===== config.mk =====
export PLATFORM = sky130hd
export DESIGN_NAME = diff_drive_odometry_integrator_unit
export DESIGN_NICKNAME = d
export VERILOG_FILES = /design/src/rtl/ddo_pkg.sv /design/src/rtl/ddo_cordic.sv /design/src/rtl/ddo_mul.sv /design/src/rtl/diff_drive_odometry_integrator_unit.sv
export SDC_FILE = /design/constraint.sdc
export NUM_CORES = 2
export LEC_CHECK = 0
export BUFFER_PORTS_ARGS = -buffer_cell sky130_fd_sc_hd__clkbuf_2
export CAP_MARGIN = 25
export CORE_ASPECT_RATIO = 1.1
export CORE_MARGIN = 8
export CORE_UTILIZATION = 50
export CTS_BUF_LIST = sky130_fd_sc_hd__clkbuf_2 sky130_fd_sc_hd__clkbuf_4 sky130_fd_sc_hd__clkbuf_8
export CTS_CLUSTER_DIAMETER = 120
export DETAILED_ROUTE_END_ITERATION = 8
export HOLD_SLACK_MARGIN = 0.08
export PLACE_DENSITY = 0.75
export SLEW_MARGIN = 10
export SYNTH_ARGS = -nofsm -noshare
export SYNTH_HDL_FRONTEND = slang
export SYNTH_SLANG_ARGS = --single-unit

===== constraint.sdc =====
create_clock -name i_clk -period 14.05 [get_ports i_clk]
set_input_delay 3.5125 -clock i_clk [delete_from_list [all_inputs] [get_ports i_clk]]
set_output_delay 3.5125 -clock i_clk [all_outputs]
set_load 0.005 [all_outputs]

===== src/rtl/ddo_pkg.sv =====
// Shared types, constants and the arctangent table for the odometry integrator.
package ddo_pkg;

    localparam int CORD_W   = 33;   // CORDIC datapath width, Q2.30 with headroom
    localparam int MUL_W    = 33;   // shared multiplier operand width
    localparam int PROD_W   = 2 * MUL_W;
    localparam int ATAN_N   = 24;
    localparam int ATAN_IDX_W = 5;

    localparam logic signed [CORD_W-1:0] CORDIC_GAIN = 33'sd652032874;

    typedef logic [ATAN_IDX_W-1:0] t_atan_idx;

    typedef enum logic [3:0] {
        S_IDLE,
        S_CORD,
        S_M_TURN,
        S_M_VX,
        S_M_VY,
        S_M_HI,
        S_M_LO,
        S_M_PX,
        S_M_PY,
        S_FIN,
        S_OUT
    } t_state;

    typedef enum logic {
        CFG_NOMINAL_PERIOD = 1'b0,
        CFG_TURN_GAIN      = 1'b1
    } t_cfg_idx;

    function automatic logic [31:0] atan_lut(input t_atan_idx idx);
        logic [31:0] v;
        case (idx)
            5'd0:    v = 32'd536870912;
            5'd1:    v = 32'd316933406;
            5'd2:    v = 32'd167458907;
            5'd3:    v = 32'd85004756;
            5'd4:    v = 32'd42667331;
            5'd5:    v = 32'd21354465;
            5'd6:    v = 32'd10679838;
            5'd7:    v = 32'd5340245;
            5'd8:    v = 32'd2670163;
            5'd9:    v = 32'd1335087;
            5'd10:   v = 32'd667544;
            5'd11:   v = 32'd333772;
            5'd12:   v = 32'd166886;
            5'd13:   v = 32'd83443;
            5'd14:   v = 32'd41722;
            5'd15:   v = 32'd20861;
            5'd16:   v = 32'd10430;
            5'd17:   v = 32'd5215;
            5'd18:   v = 32'd2608;
            5'd19:   v = 32'd1304;
            5'd20:   v = 32'd652;
            5'd21:   v = 32'd326;
            5'd22:   v = 32'd163;
            5'd23:   v = 32'd81;
            default: v = 32'd0;
        endcase
        return v;
    endfunction

endpackage


===== src/rtl/ddo_cordic.sv =====
// Iterative rotation-mode CORDIC: one micro-rotation per cycle, gives cos and sin in Q2.30.
module ddo_cordic #(
    parameter int CORDIC_STEPS = 16
) (
    input  logic                                 i_clk,
    input  logic                                 i_rst_n,
    input  logic                                 i_start,
    input  logic [31:0]                          i_angle,
    output logic                                 o_done,
    output logic signed [ddo_pkg::CORD_W-1:0]    o_cos,
    output logic signed [ddo_pkg::CORD_W-1:0]    o_sin
);

    localparam int CW = $clog2(CORDIC_STEPS);

    logic                                r_busy, n_busy;
    logic [CW-1:0]                       r_iter, n_iter;
    logic                                r_flip, n_flip;
    logic signed [ddo_pkg::CORD_W-1:0]   r_x, n_x;
    logic signed [ddo_pkg::CORD_W-1:0]   r_y, n_y;
    logic signed [ddo_pkg::CORD_W-1:0]   r_z, n_z;

    logic signed [ddo_pkg::CORD_W-1:0]   sx, sy, at;
    logic [31:0]                         a_fold;
    logic                                flip;
    logic                                last;

    function automatic logic a_sum_msb(input logic [31:0] a);
        logic [31:0] t;
        t = a + 32'h4000_0000;
        return t[31];
    endfunction

    assign last   = (r_iter == CW'(CORDIC_STEPS - 1));
    assign o_done = r_busy && last;
    assign o_cos  = r_flip ? -r_x : r_x;
    assign o_sin  = r_flip ? -r_y : r_y;

    always_comb begin
        sx   = r_x >>> r_iter;
        sy   = r_y >>> r_iter;
        at   = $signed({1'b0, ddo_pkg::atan_lut(ddo_pkg::t_atan_idx'(r_iter))});
        // fold headings beyond a quarter turn by a half turn, negate at the end
        flip   = a_sum_msb(i_angle);
        a_fold = flip ? (i_angle + 32'h8000_0000) : i_angle;

        n_busy = r_busy;
        n_iter = r_iter;
        n_flip = r_flip;
        n_x    = r_x;
        n_y    = r_y;
        n_z    = r_z;
        if (i_start) begin
            n_busy = 1'b1;
            n_iter = '0;
            n_flip = flip;
            n_x    = ddo_pkg::CORDIC_GAIN;
            n_y    = '0;
            n_z    = $signed({a_fold[31], a_fold});
        end else if (r_busy) begin
            if (!r_z[ddo_pkg::CORD_W-1]) begin
                n_x = r_x - sy;
                n_y = r_y + sx;
                n_z = r_z - at;
            end else begin
                n_x = r_x + sy;
                n_y = r_y - sx;
                n_z = r_z + at;
            end
            n_iter = r_iter + 1'b1;
            if (last) begin
                n_busy = 1'b0;
            end
        end
    end

    always_ff @(posedge i_clk) begin
        if (!i_rst_n) begin
            r_busy <= 1'b0;
            r_iter <= '0;
        end else begin
            r_busy <= n_busy;
            r_iter <= n_iter;
        end
        r_flip <= n_flip;
        r_x    <= n_x;
        r_y    <= n_y;
        r_z    <= n_z;
    end

    a_start_idle: assert property (@(posedge i_clk) disable iff (!i_rst_n)
        i_start |-> !r_busy)
        else $error("cordic started while busy");

    a_done_clears: assert property (@(posedge i_clk) disable iff (!i_rst_n)
        o_done && !i_start |=> !r_busy)
        else $error("cordic still busy after last step");

    a_iter_zero: assert property (@(posedge i_clk) disable iff (!i_rst_n)
        i_start |=> r_busy && (r_iter == '0))
        else $error("cordic step count not cleared on start");

endmodule


===== src/rtl/ddo_mul.sv =====
// Shared signed multiplier with a registered product.
module ddo_mul (
    input  logic                                 i_clk,
    input  logic signed [ddo_pkg::MUL_W-1:0]     i_a,
    input  logic signed [ddo_pkg::MUL_W-1:0]     i_b,
    output logic signed [ddo_pkg::PROD_W-1:0]    o_p
);

    logic signed [ddo_pkg::PROD_W-1:0] r_p, n_p;

    assign n_p = i_a * i_b;
    assign o_p = r_p;

    always_ff @(posedge i_clk) begin
        r_p <= n_p;
    end

endmodule


===== src/rtl/diff_drive_odometry_integrator_unit.sv =====
// Differential-drive odometry integrator: sequencer, state and output registers.
// One word in flight: input stalls from accept until the result is taken on the output channel.
// The CORDIC iterations and the seven passes through the shared multiplier make up the work per word.
// Reset (synchronous, i_rst_n low): position and heading zero, first word uses nominal period,
// registers return to nominal_period 3277 and turn_gain 2756311592.
module diff_drive_odometry_integrator_unit #(
    parameter int CORDIC_STEPS = 16
) (
    input  logic                i_clk,
    input  logic                i_rst_n,
    // configuration
    input  logic                i_cfg_valid,
    output logic                o_cfg_ready,
    input  logic                i_cfg_index,
    input  logic [31:0]         i_cfg_data,
    // input channel
    input  logic                i_in_valid,
    output logic                o_in_stall,
    input  logic signed [23:0]  i_left_speed,
    input  logic signed [23:0]  i_right_speed_raw,
    input  logic [15:0]         i_elapsed_time,
    // output channel
    output logic                o_out_valid,
    input  logic                i_out_stall,
    output logic signed [47:0]  o_pos_x,
    output logic signed [47:0]  o_pos_y,
    output logic [31:0]         o_heading,
    output logic signed [23:0]  o_vel_x,
    output logic signed [23:0]  o_vel_y,
    output logic signed [31:0]  o_turn_rate
);

    localparam logic signed [47:0] POS_MAX = {1'b0, {47{1'b1}}};
    localparam logic signed [47:0] POS_MIN = {1'b1, {47{1'b0}}};
    localparam logic signed [23:0] VEL_MAX = {1'b0, {23{1'b1}}};
    localparam logic signed [23:0] VEL_MIN = {1'b1, {23{1'b0}}};

    ddo_pkg::t_state r_state, n_state;

    logic [15:0]         r_nominal_period;
    logic [31:0]         r_turn_gain;
    logic                r_first_done;
    logic signed [47:0]  r_pos_x, n_pos_x;
    logic signed [47:0]  r_pos_y, n_pos_y;
    logic [31:0]         r_heading;
    logic signed [25:0]  r_sum, r_diff;
    logic [15:0]         r_dt;
    logic signed [25:0]  r_hi;
    logic [31:0]         r_lo;
    logic signed [23:0]  r_vx, r_vy;
    logic [31:0]         r_delta;

    logic                in_accept, out_accept;
    logic                cor_done;
    logic signed [ddo_pkg::CORD_W-1:0]  cor_cos, cor_sin;
    logic signed [ddo_pkg::MUL_W-1:0]   mul_a, mul_b;
    logic signed [ddo_pkg::PROD_W-1:0]  mul_p;
    logic signed [24:0]  vr;
    logic signed [23:0]  vel_sat;
    logic signed [24:0]  pos_step;
    logic signed [48:0]  pos_sum;
    logic signed [ddo_pkg::MUL_W-1:0]   dt_op;

    assign in_accept   = i_in_valid && !o_in_stall;
    assign out_accept  = o_out_valid && !i_out_stall;
    assign o_in_stall  = (r_state != ddo_pkg::S_IDLE);
    assign o_out_valid = (r_state == ddo_pkg::S_OUT);
    assign o_cfg_ready = 1'b1;

    assign o_pos_x     = r_pos_x;
    assign o_pos_y     = r_pos_y;
    assign o_heading   = r_heading;
    assign o_vel_x     = r_vx;
    assign o_vel_y     = r_vy;
    assign o_turn_rate = 32'(r_hi);

    assign vr    = -$signed({i_right_speed_raw[23], i_right_speed_raw});
    assign dt_op = $signed({{(ddo_pkg::MUL_W-16){1'b0}}, r_dt});

    ddo_cordic #(
        .CORDIC_STEPS(CORDIC_STEPS)
    ) u_cordic (
        .i_clk   (i_clk),
        .i_rst_n (i_rst_n),
        .i_start (in_accept),
        .i_angle (r_heading),
        .o_done  (cor_done),
        .o_cos   (cor_cos),
        .o_sin   (cor_sin)
    );

    ddo_mul u_mul (
        .i_clk (i_clk),
        .i_a   (mul_a),
        .i_b   (mul_b),
        .o_p   (mul_p)
    );

    // floor of the registered velocity product by 2^31, saturated to 24 bits
    always_comb begin
        logic signed [34:0] v;
        v = mul_p[65:31];
        if (v > 35'(VEL_MAX)) begin
            vel_sat = VEL_MAX;
        end else if (v < 35'(VEL_MIN)) begin
            vel_sat = VEL_MIN;
        end else begin
            vel_sat = v[23:0];
        end
    end

    assign pos_step = mul_p[40:16];

    always_comb begin
        pos_sum = (r_state == ddo_pkg::S_M_PY) ? 49'(r_pos_x) + 49'(pos_step)
                                               : 49'(r_pos_y) + 49'(pos_step);
        n_pos_x = r_pos_x;
        n_pos_y = r_pos_y;
        if (r_state == ddo_pkg::S_M_PY) begin
            if (pos_sum > 49'(POS_MAX)) begin
                n_pos_x = POS_MAX;
            end else if (pos_sum < 49'(POS_MIN)) begin
                n_pos_x = POS_MIN;
            end else begin
                n_pos_x = pos_sum[47:0];
            end
        end else if (r_state == ddo_pkg::S_FIN) begin
            if (pos_sum > 49'(POS_MAX)) begin
                n_pos_y = POS_MAX;
            end else if (pos_sum < 49'(POS_MIN)) begin
                n_pos_y = POS_MIN;
            end else begin
                n_pos_y = pos_sum[47:0];
            end
        end
    end

    // multiplier operand select and next state
    always_comb begin
        n_state = r_state;
        mul_a   = '0;
        mul_b   = '0;
        case (r_state)
            ddo_pkg::S_IDLE: begin
                if (in_accept) begin
                    n_state = ddo_pkg::S_CORD;
                end
            end
            ddo_pkg::S_CORD: begin
                if (cor_done) begin
                    n_state = ddo_pkg::S_M_TURN;
                end
            end
            ddo_pkg::S_M_TURN: begin
                mul_a   = ddo_pkg::MUL_W'(r_diff);
                mul_b   = $signed({1'b0, r_turn_gain});
                n_state = ddo_pkg::S_M_VX;
            end
            ddo_pkg::S_M_VX: begin
                mul_a   = ddo_pkg::MUL_W'(r_sum);
                mul_b   = cor_cos;
                n_state = ddo_pkg::S_M_VY;
            end
            ddo_pkg::S_M_VY: begin
                mul_a   = ddo_pkg::MUL_W'(r_sum);
                mul_b   = cor_sin;
                n_state = ddo_pkg::S_M_HI;
            end
            ddo_pkg::S_M_HI: begin
                mul_a   = ddo_pkg::MUL_W'(r_hi);
                mul_b   = dt_op;
                n_state = ddo_pkg::S_M_LO;
            end
            ddo_pkg::S_M_LO: begin
                mul_a   = $signed({1'b0, r_lo});
                mul_b   = dt_op;
                n_state = ddo_pkg::S_M_PX;
            end
            ddo_pkg::S_M_PX: begin
                mul_a   = ddo_pkg::MUL_W'(r_vx);
                mul_b   = dt_op;
                n_state = ddo_pkg::S_M_PY;
            end
            ddo_pkg::S_M_PY: begin
                mul_a   = ddo_pkg::MUL_W'(r_vy);
                mul_b   = dt_op;
                n_state = ddo_pkg::S_FIN;
            end
            ddo_pkg::S_FIN: begin
                n_state = ddo_pkg::S_OUT;
            end
            ddo_pkg::S_OUT: begin
                if (out_accept) begin
                    n_state = ddo_pkg::S_IDLE;
                end
            end
            default: begin
                n_state = ddo_pkg::S_IDLE;
            end
        endcase
    end

    always_ff @(posedge i_clk) begin
        if (!i_rst_n) begin
            r_state <= ddo_pkg::S_IDLE;
        end else begin
            r_state <= n_state;
        end
    end

    // configuration and integrator state
    always_ff @(posedge i_clk) begin
        if (!i_rst_n) begin
            r_nominal_period <= 16'd3277;
            r_turn_gain      <= 32'd2756311592;
            r_first_done     <= 1'b0;
            r_pos_x          <= '0;
            r_pos_y          <= '0;
            r_heading        <= '0;
        end else begin
            if (i_cfg_valid && o_cfg_ready) begin
                case (ddo_pkg::t_cfg_idx'(i_cfg_index))
                    ddo_pkg::CFG_NOMINAL_PERIOD: r_nominal_period <= i_cfg_data[15:0];
                    ddo_pkg::CFG_TURN_GAIN:      r_turn_gain      <= i_cfg_data;
                    default: ;
                endcase
            end
            r_pos_x <= n_pos_x;
            r_pos_y <= n_pos_y;
            if (r_state == ddo_pkg::S_FIN) begin
                r_heading    <= r_heading + r_delta;
                r_first_done <= 1'b1;
            end
        end
    end

    // per-word datapath registers
    always_ff @(posedge i_clk) begin
        if (in_accept) begin
            r_sum  <= 26'(i_left_speed) + 26'(vr);
            r_diff <= 26'(vr) - 26'(i_left_speed);
            r_dt   <= r_first_done ? i_elapsed_time : r_nominal_period;
        end
        case (r_state)
            ddo_pkg::S_M_VX: begin
                r_hi <= mul_p[57:32];
                r_lo <= mul_p[31:0];
            end
            ddo_pkg::S_M_VY: r_vx <= vel_sat;
            ddo_pkg::S_M_HI: r_vy <= vel_sat;
            ddo_pkg::S_M_LO: r_delta <= mul_p[31:0];
            // add the carried-in fraction of the low half
            ddo_pkg::S_M_PX: r_delta <= r_delta + 32'(mul_p[47:32]);
            default: ;
        endcase
    end

    a_no_take_while_showing: assert property (@(posedge i_clk) disable iff (!i_rst_n)
        o_out_valid |-> o_in_stall)
        else $error("input taken while a result is pending");

    a_accept_starts_cordic: assert property (@(posedge i_clk) disable iff (!i_rst_n)
        in_accept |=> (r_state == ddo_pkg::S_CORD))
        else $error("accepted word did not start the rotation");

    a_cordic_done_in_place: assert property (@(posedge i_clk) disable iff (!i_rst_n)
        cor_done |-> (r_state == ddo_pkg::S_CORD))
        else $error("rotation finished outside its state");

    a_heading_only_at_fin: assert property (@(posedge i_clk) disable iff (!i_rst_n)
        (r_state != ddo_pkg::S_FIN) |=> $stable(r_heading))
        else $error("heading changed outside the update step");

endmodule

==> Yosys cells after proc, flatten, opt, wreduce, memory -nomap -nowiden <==
Memories as Yosys holds them, arrays and structs flattened. A register that Yosys moved wholly into a read port is not among the register bits.
Cells that the tools add are included.
W data, S select, Z words.
{ "totals": {"rom_bits": 480, "in_bits": 102, "output_inout_bits": 211, "mem_count": 1, "register_bits": 558} }
{ "op_classes": {"n_reduce_logical": 16, "addsub": 18, "n_bitwise": 3, "n_mul": 1, "n_mux": 26, "n_lt_le_gt_ge": 4, "n_eq_ne": 14, "shift": 2} }
{ "mem_list": {"columns": ["memory", "words", "word_bits", "read_ports", "rd_ports_with_merged_regs", "wr", "line_no", "rtl"], "rows": [
  ["(name not given)", 16, 30, 1, 1, 0, "ddo_pkg.sv:35", "case (idx)"]
]} }
{ "op_table": {"columns": ["operator", "count"], "rows": [
  ["$mux W33", 7],
  ["$pmux W33 S6", 1],
  ["$pmux W33 S4", 1],
  ["$add A33 B33 Y33", 3],
  ["$sub A33 B33 Y33", 3],
  ["$add A48 B25 Y49", 2],
  ["$mux W48", 2],
  ["$mul A33 B33 Y66", 1],
  ["$neg A33 Y33", 2],
  ["$sshr A33 B4 Y33", 2],
  ["$pmux W32 S2", 1],
  ["$gt A49 B48 Y1 const B", 1],
  ["$lt A49 B48 Y1 const B", 1],
  ["$mux W49", 1],
  ["$mux W24", 2],
  ["$pmux W4 S11", 1],
  ["$gt A35 B24 Y1 const B", 1],
  ["$lt A35 B24 Y1 const B", 1],
  ["$add A32 B16 Y32", 1],
  ["$add A32 B31 Y32 const B", 1],
  ["$add A32 B32 Y32", 1],
  ["$add A32 B32 Y32 const B", 1],
  ["$mux W32", 1],
  ["$add A24 B25 Y26", 1],
  ["22 further kinds", 45]
]} }

==> Depth between registers and ports, before layout <==
{ "depth": {"word_depth": 5, "depth_mapped": 41, "mapped_depth_nobuf": 38} }

==> Modules after synthesis <==
From an unflattened synthesis, not the netlist that was laid out.
{ "unflattened": {"hier_cells": 9117, "hier_area_um2": 81413.1} }
{ "by_module_without_submodules": {"columns": ["mod", "cells_per_inst", "instances", "area_each_um2"], "rows": [
  ["ddo_mul", 4309, 1, 40328.7],
  ["diff_drive_odometry_integrator_unit", 2660, 1, 23752.8],
  ["ddo_cordic", 2148, 1, 17331.6]
]} }

==> Least setup slack after synthesis <==
OpenSTA, ideal clock, no wires.
{ "synth_path": {"path_type": "register to register", "from": "register r_state[0]", "to": "register u_mul.r_p (netlist bit u_mul.o_p[64])", "setup_ns": 0.136, "arrival_time_ns": 11.056, "n_path_buf": 5, "stages_incl_launch_ff": 34, "slack_ns": 2.858, "path_cell_list": "dfxtp_1 clkbuf_1 nand2b_1 or2_2 clkbuf_1 inv_1 clkbuf_1 a222oi_1 nand2_1 clkbuf_1 nand2_1 fa_1 inv_1 fa_1 fa_1 inv_1 fa_1 inv_1 fa_1 fa_1 fa_1 inv_1 fa_1 inv_1 ha_1 clkbuf_1 nand2_1 nor2_1 or4b_1 a311oi_1 a21o_1 a31oi_1 o41ai_1 xor2_1"} }
{ "synth_between": {"elab_chain_len": 4, "word_cells_on_any_way": 12} }
{ "synth_lines": {"columns": ["element", "line_no", "rtl"], "rows": [
  ["start: declaration", "diff_drive_odometry_integrator_unit.sv:38", "ddo_pkg::t_state r_state, n_state;"],
  ["start signal: assignment", "diff_drive_odometry_integrator_unit.sv:205", "r_state <= ddo_pkg::S_IDLE;"],
  ["start signal: assignment", "diff_drive_odometry_integrator_unit.sv:207", "r_state <= n_state;"],
  ["$eq A4 B4 Y1, or another cell as far along", "diff_drive_odometry_integrator_unit.sv:143", "case (r_state)"],
  ["$reduce_or A4 Y1 (no line) or $reduce_or A2 Y1 (tied branches)", null, null],
  ["$pmux W33 S4 or $pmux W33 S6 (tied branches)", "diff_drive_odometry_integrator_unit.sv:143", null],
  ["$mul A33 B33 Y66 (*)", "ddo_mul.sv:11", "assign n_p = i_a * i_b;"],
  ["named net u_mul.n_p, one bit", "ddo_mul.sv:9", "logic signed [ddo_pkg::PROD_W-1:0] r_p, n_p;"],
  ["end signal: assignment", "ddo_mul.sv:15", "r_p <= n_p;"],
  ["end: declaration", "ddo_mul.sv:9", null]
]} }
The timed path passes the listed nets; every way through them passes the cells marked *.
A chain may end at the register's enable or synchronous reset.

==> Worst setup path after layout <==
{ "layout_path": {"from": "register r_state[0]", "to": "register u_mul.r_p (netlist bit u_mul.o_p[63])"} }
Same word-level chain as after synthesis.

==> metrics.txt <==
status completed; CP Max Fanout 27; post-synth cell types 98; Yosys top cell area share 0.2940; Clock transition at path regs 0.06 ns; Post-synth EDFFs 239; post-DP HPWL 213,800 um; Fin Clk Skew 0.08727 ns; Req. time, crit path 14.75 ns; detailed router's first-iteration violation count 6,626; Num CTS Buffers 107; crit path time final 11.69 ns; # nets final 10,832; Max-Cap Viols 0; Lkg Pwr 39.44 nW; clk_lat worst skew 0.88 ns; Post-Syn Area 78,510 um2; Least-Margin Pin Slew 1.147 ns; CP dominant cell by count fa_1; number of failing hold endpoints at the final stage 0; # port buffers 311; antenna violations before repair 37; final hold slack 0.4344 ns; Die W 393.8 um; RSZ-0062 raised after global routing false; Yosys top cell by area fa_1; Worst setup SP type flop; Die Area 170,000 um2; Max Slew Vio Count 0; Final GP Congestion 0.9943; All-Layer GR Usage 0.3119; H-tree Lvls 3; row count 152; WL final 271,300 um; Slowest-stage cell, CP a41oi_1; Post-synth top flop dfxtp_1; core area 156,000 um2; HP Class reg2reg; cells after synthesis 9,043; vias in the first global route 68,337; Crit Path Class reg2reg; final setup violation count 0; CP top delay family adder cells; Antenna Nets Post-Route 0; Peak VDD IR 0.0001281 V; routed vias/inst 5.951; fin crit share 0.8321; Tot Pwr 0.007772 W; Net Count, Synth 10,770; vias 67,255; syn avg cell area 8.681 um2; Root Buffer clkbuf_8; routed length per instance 24.01 um; #FFs+latches synth 587; Worst EP arrival 12.39 ns; Seq/Total Area, Yosys 0.1802; initial core utilization 0.5034; peak per-stage delay on the critical path 0.64 ns; number of gates resized after cts 0; DRC 0; first-pass GRT wire length 409,500 um; Buf+Inv Stages, Crit Path 9; Fillers 14,077; Setup TNS 0 ns; top cells by area, synth fa_1 (29%), edfxtp_1 (9.1%), dfxtp_1 (8.9%); share of cells above drive strength 1 0.09333; CTS tree yes; synth-to-layout area growth 7.671%; drt pass-1 iters 9; FFs w/ async S/R, synth 0; Sink Count 587; Crit. End Element flop; Die Height 431.6 um; I/O Pins 313; grt total ovfl 0; synth warn 0; largest net degree at the start of global routing 88; f_max 85.54 MHz; r2r setup slk 2.36 ns; number of post-CTS setup repair buffers 0; Layout Utilization 0.5420; Max Root-Sink Buffers 3; Slew HR 0.2154; hold_buf cts 0; P per Cell Area 91.94 nW/um2
## routing by layer
| layer | up-vias | track usage | share of wire |
|---|---|---|---|
| met2 | 3875 | 0.4906 | 0.45 |
| met1 | 33123 | 0.3812 | 0.36 |
| met3 | 1007 | 0.09080 | 0.11 |
| li1 | 29236 | - | - |
| met5 | - | 0.001394 | 0.00036 |
| met4 | 14 | 0.1866 | 0.071 |
## placed cells by master (no fill, tap or decap), types with 35 or more instances in the layout
master	synthesis	routed
fa_1	1153	1153
dfxtp_1	348	342
xnor2_1	282	282
o21ai_1	42	38
o21bai_1	52	52
nand2b_1	81	81
clkbuf_2	1	310
and3_1	43	43
o31ai_1	45	44
a21oi_1	475	474
a31oi_1	50	49
inv_1	1370	1366
and2_1	71	70
buf_4	10	123
mux2_2	55	55
clkbuf_8	0	130
ha_1	472	472
o21a_1	55	55
a22oi_1	39	38
nor2b_1	39	39
edfxtp_1	239	239
nand3_1	125	122
o21ai_0	319	317
nor3_1	72	67
mux4_2	63	63
or2_2	35	35
nor2_1	671	667
nand2_1	1513	1510
a211oi_1	37	37
mux2i_1	66	66
a21o_1	139	139
nand4_1	53	53
xor2_1	189	189
## metrics by stage
step           cell area [um2]  worst slack, ns  std cells
5_1_grt                  84510            1.814      11293
6_report                 84530            2.359      11301
2_1_floorplan            78510            2.858       9043
3_3_place_gp             81930            2.516      11070
3_5_place_dp             81960            2.562      11072
4_1_cts                  84400            2.479      11269
## registers in the layout, summed over array words and instances (netlist names)
name,flops
r_hi,26
r_dt,16
o_vel_x,24
o_heading,32
u_cordic.r_x,33
u_cordic.r_iter,4
u_cordic.r_busy,1
o_pos_x,48
r_delta,32
u_cordic.r_y,33
r_lo,32
u_cordic.at,30
r_nominal_period,16
r_sum,26
r_diff,25
o_pos_y,48
u_mul.o_p,66
u_cordic.r_z,33
r_first_done,1
o_vel_y,24
u_cordic.r_flip,1
r_turn_gain,32
r_state,4
## cells by family (layout without fill, tap and decap cells)
logic type | count (synthesis) | after routing | synth area share
simple gates | 2824 | 2824 | 0.1546
buf+inv | 1864 | 2014 | 0.09041
fa+ha+maj | 1635 | 1635 | 0.3705
compound gates | 1471 | 1471 | 0.1164
flops | 587 | 587 | 0.1802
xor+xnor | 472 | 472 | 0.05275
mux | 189 | 189 | 0.03509
other cells | 1 | 30 | 0.00004777
## power by group
group / internal [W] / switching (W)
sequential: 0.00196 / 0.000292
combinational: 0.00159 / 0.00205
clock: 0.00106 / 0.000816
total: 0.00462 / 0.00316
## path summary, 6_finish.rpt
check | depth (start not counted) | end | from
worst max-delay path | 36 | u_mul.o_p[63]$_DFF_P_ | r_state[0]$_SDFFE_PN0P_
worst min-delay path | 0 | r_hi[19]$_DFFE_PP_ | u_mul.o_p[51]$_DFF_P_
worst max register to register | 36 | u_mul.o_p[63]$_DFF_P_ | r_state[0]$_SDFFE_PN0P_
worst min register to register | 0 | r_hi[19]$_DFFE_PP_ | u_mul.o_p[51]$_DFF_P_
## layout make-up
type                            count  area, um2  share of cell area
Inverter                         1378       5179             0.06127
Clock inverter                     39      444.2            0.005255
Tap cell                         2079       2601             0.03077
Multi-Input combinational cell   6592      57510              0.6804
Antenna cell                       29      72.57           0.0008585
Sequential cell                   587      14160              0.1675
Clock buffer                      158       1999             0.02365
Timing Repair Buffer              439       2566             0.03036
## cells in the mapped netlist, types with 16 or more instances
cell / number
o21ai_0: 319
o21ai_1: 42
o221ai_1: 17
and3_1: 43
inv_1: 1370
o31ai_1: 45
o21a_1: 55
a21oi_1: 475
nor2b_1: 39
fa_1: 1153
o21bai_1: 52
clkbuf_1: 413
nand2b_1: 81
a31oi_1: 50
nor4_1: 18
buf_1: 44
o41ai_1: 19
and4_1: 26
a211oi_1: 37
or3_1: 28
ha_1: 472
nand3_1: 125
mux4_2: 63
a22oi_1: 39
and2_1: 71
nor3_1: 72
nor2_1: 671
xor2_1: 189
xnor2_1: 282
o22ai_1: 16
nand4_1: 53
edfxtp_1: 239
a21boi_0: 19
nand2_1: 1513
or2_2: 35
mux2_2: 55
dfxtp_1: 348
a21o_1: 139
mux2i_1: 66
Power figures use the tool's default switching activity.
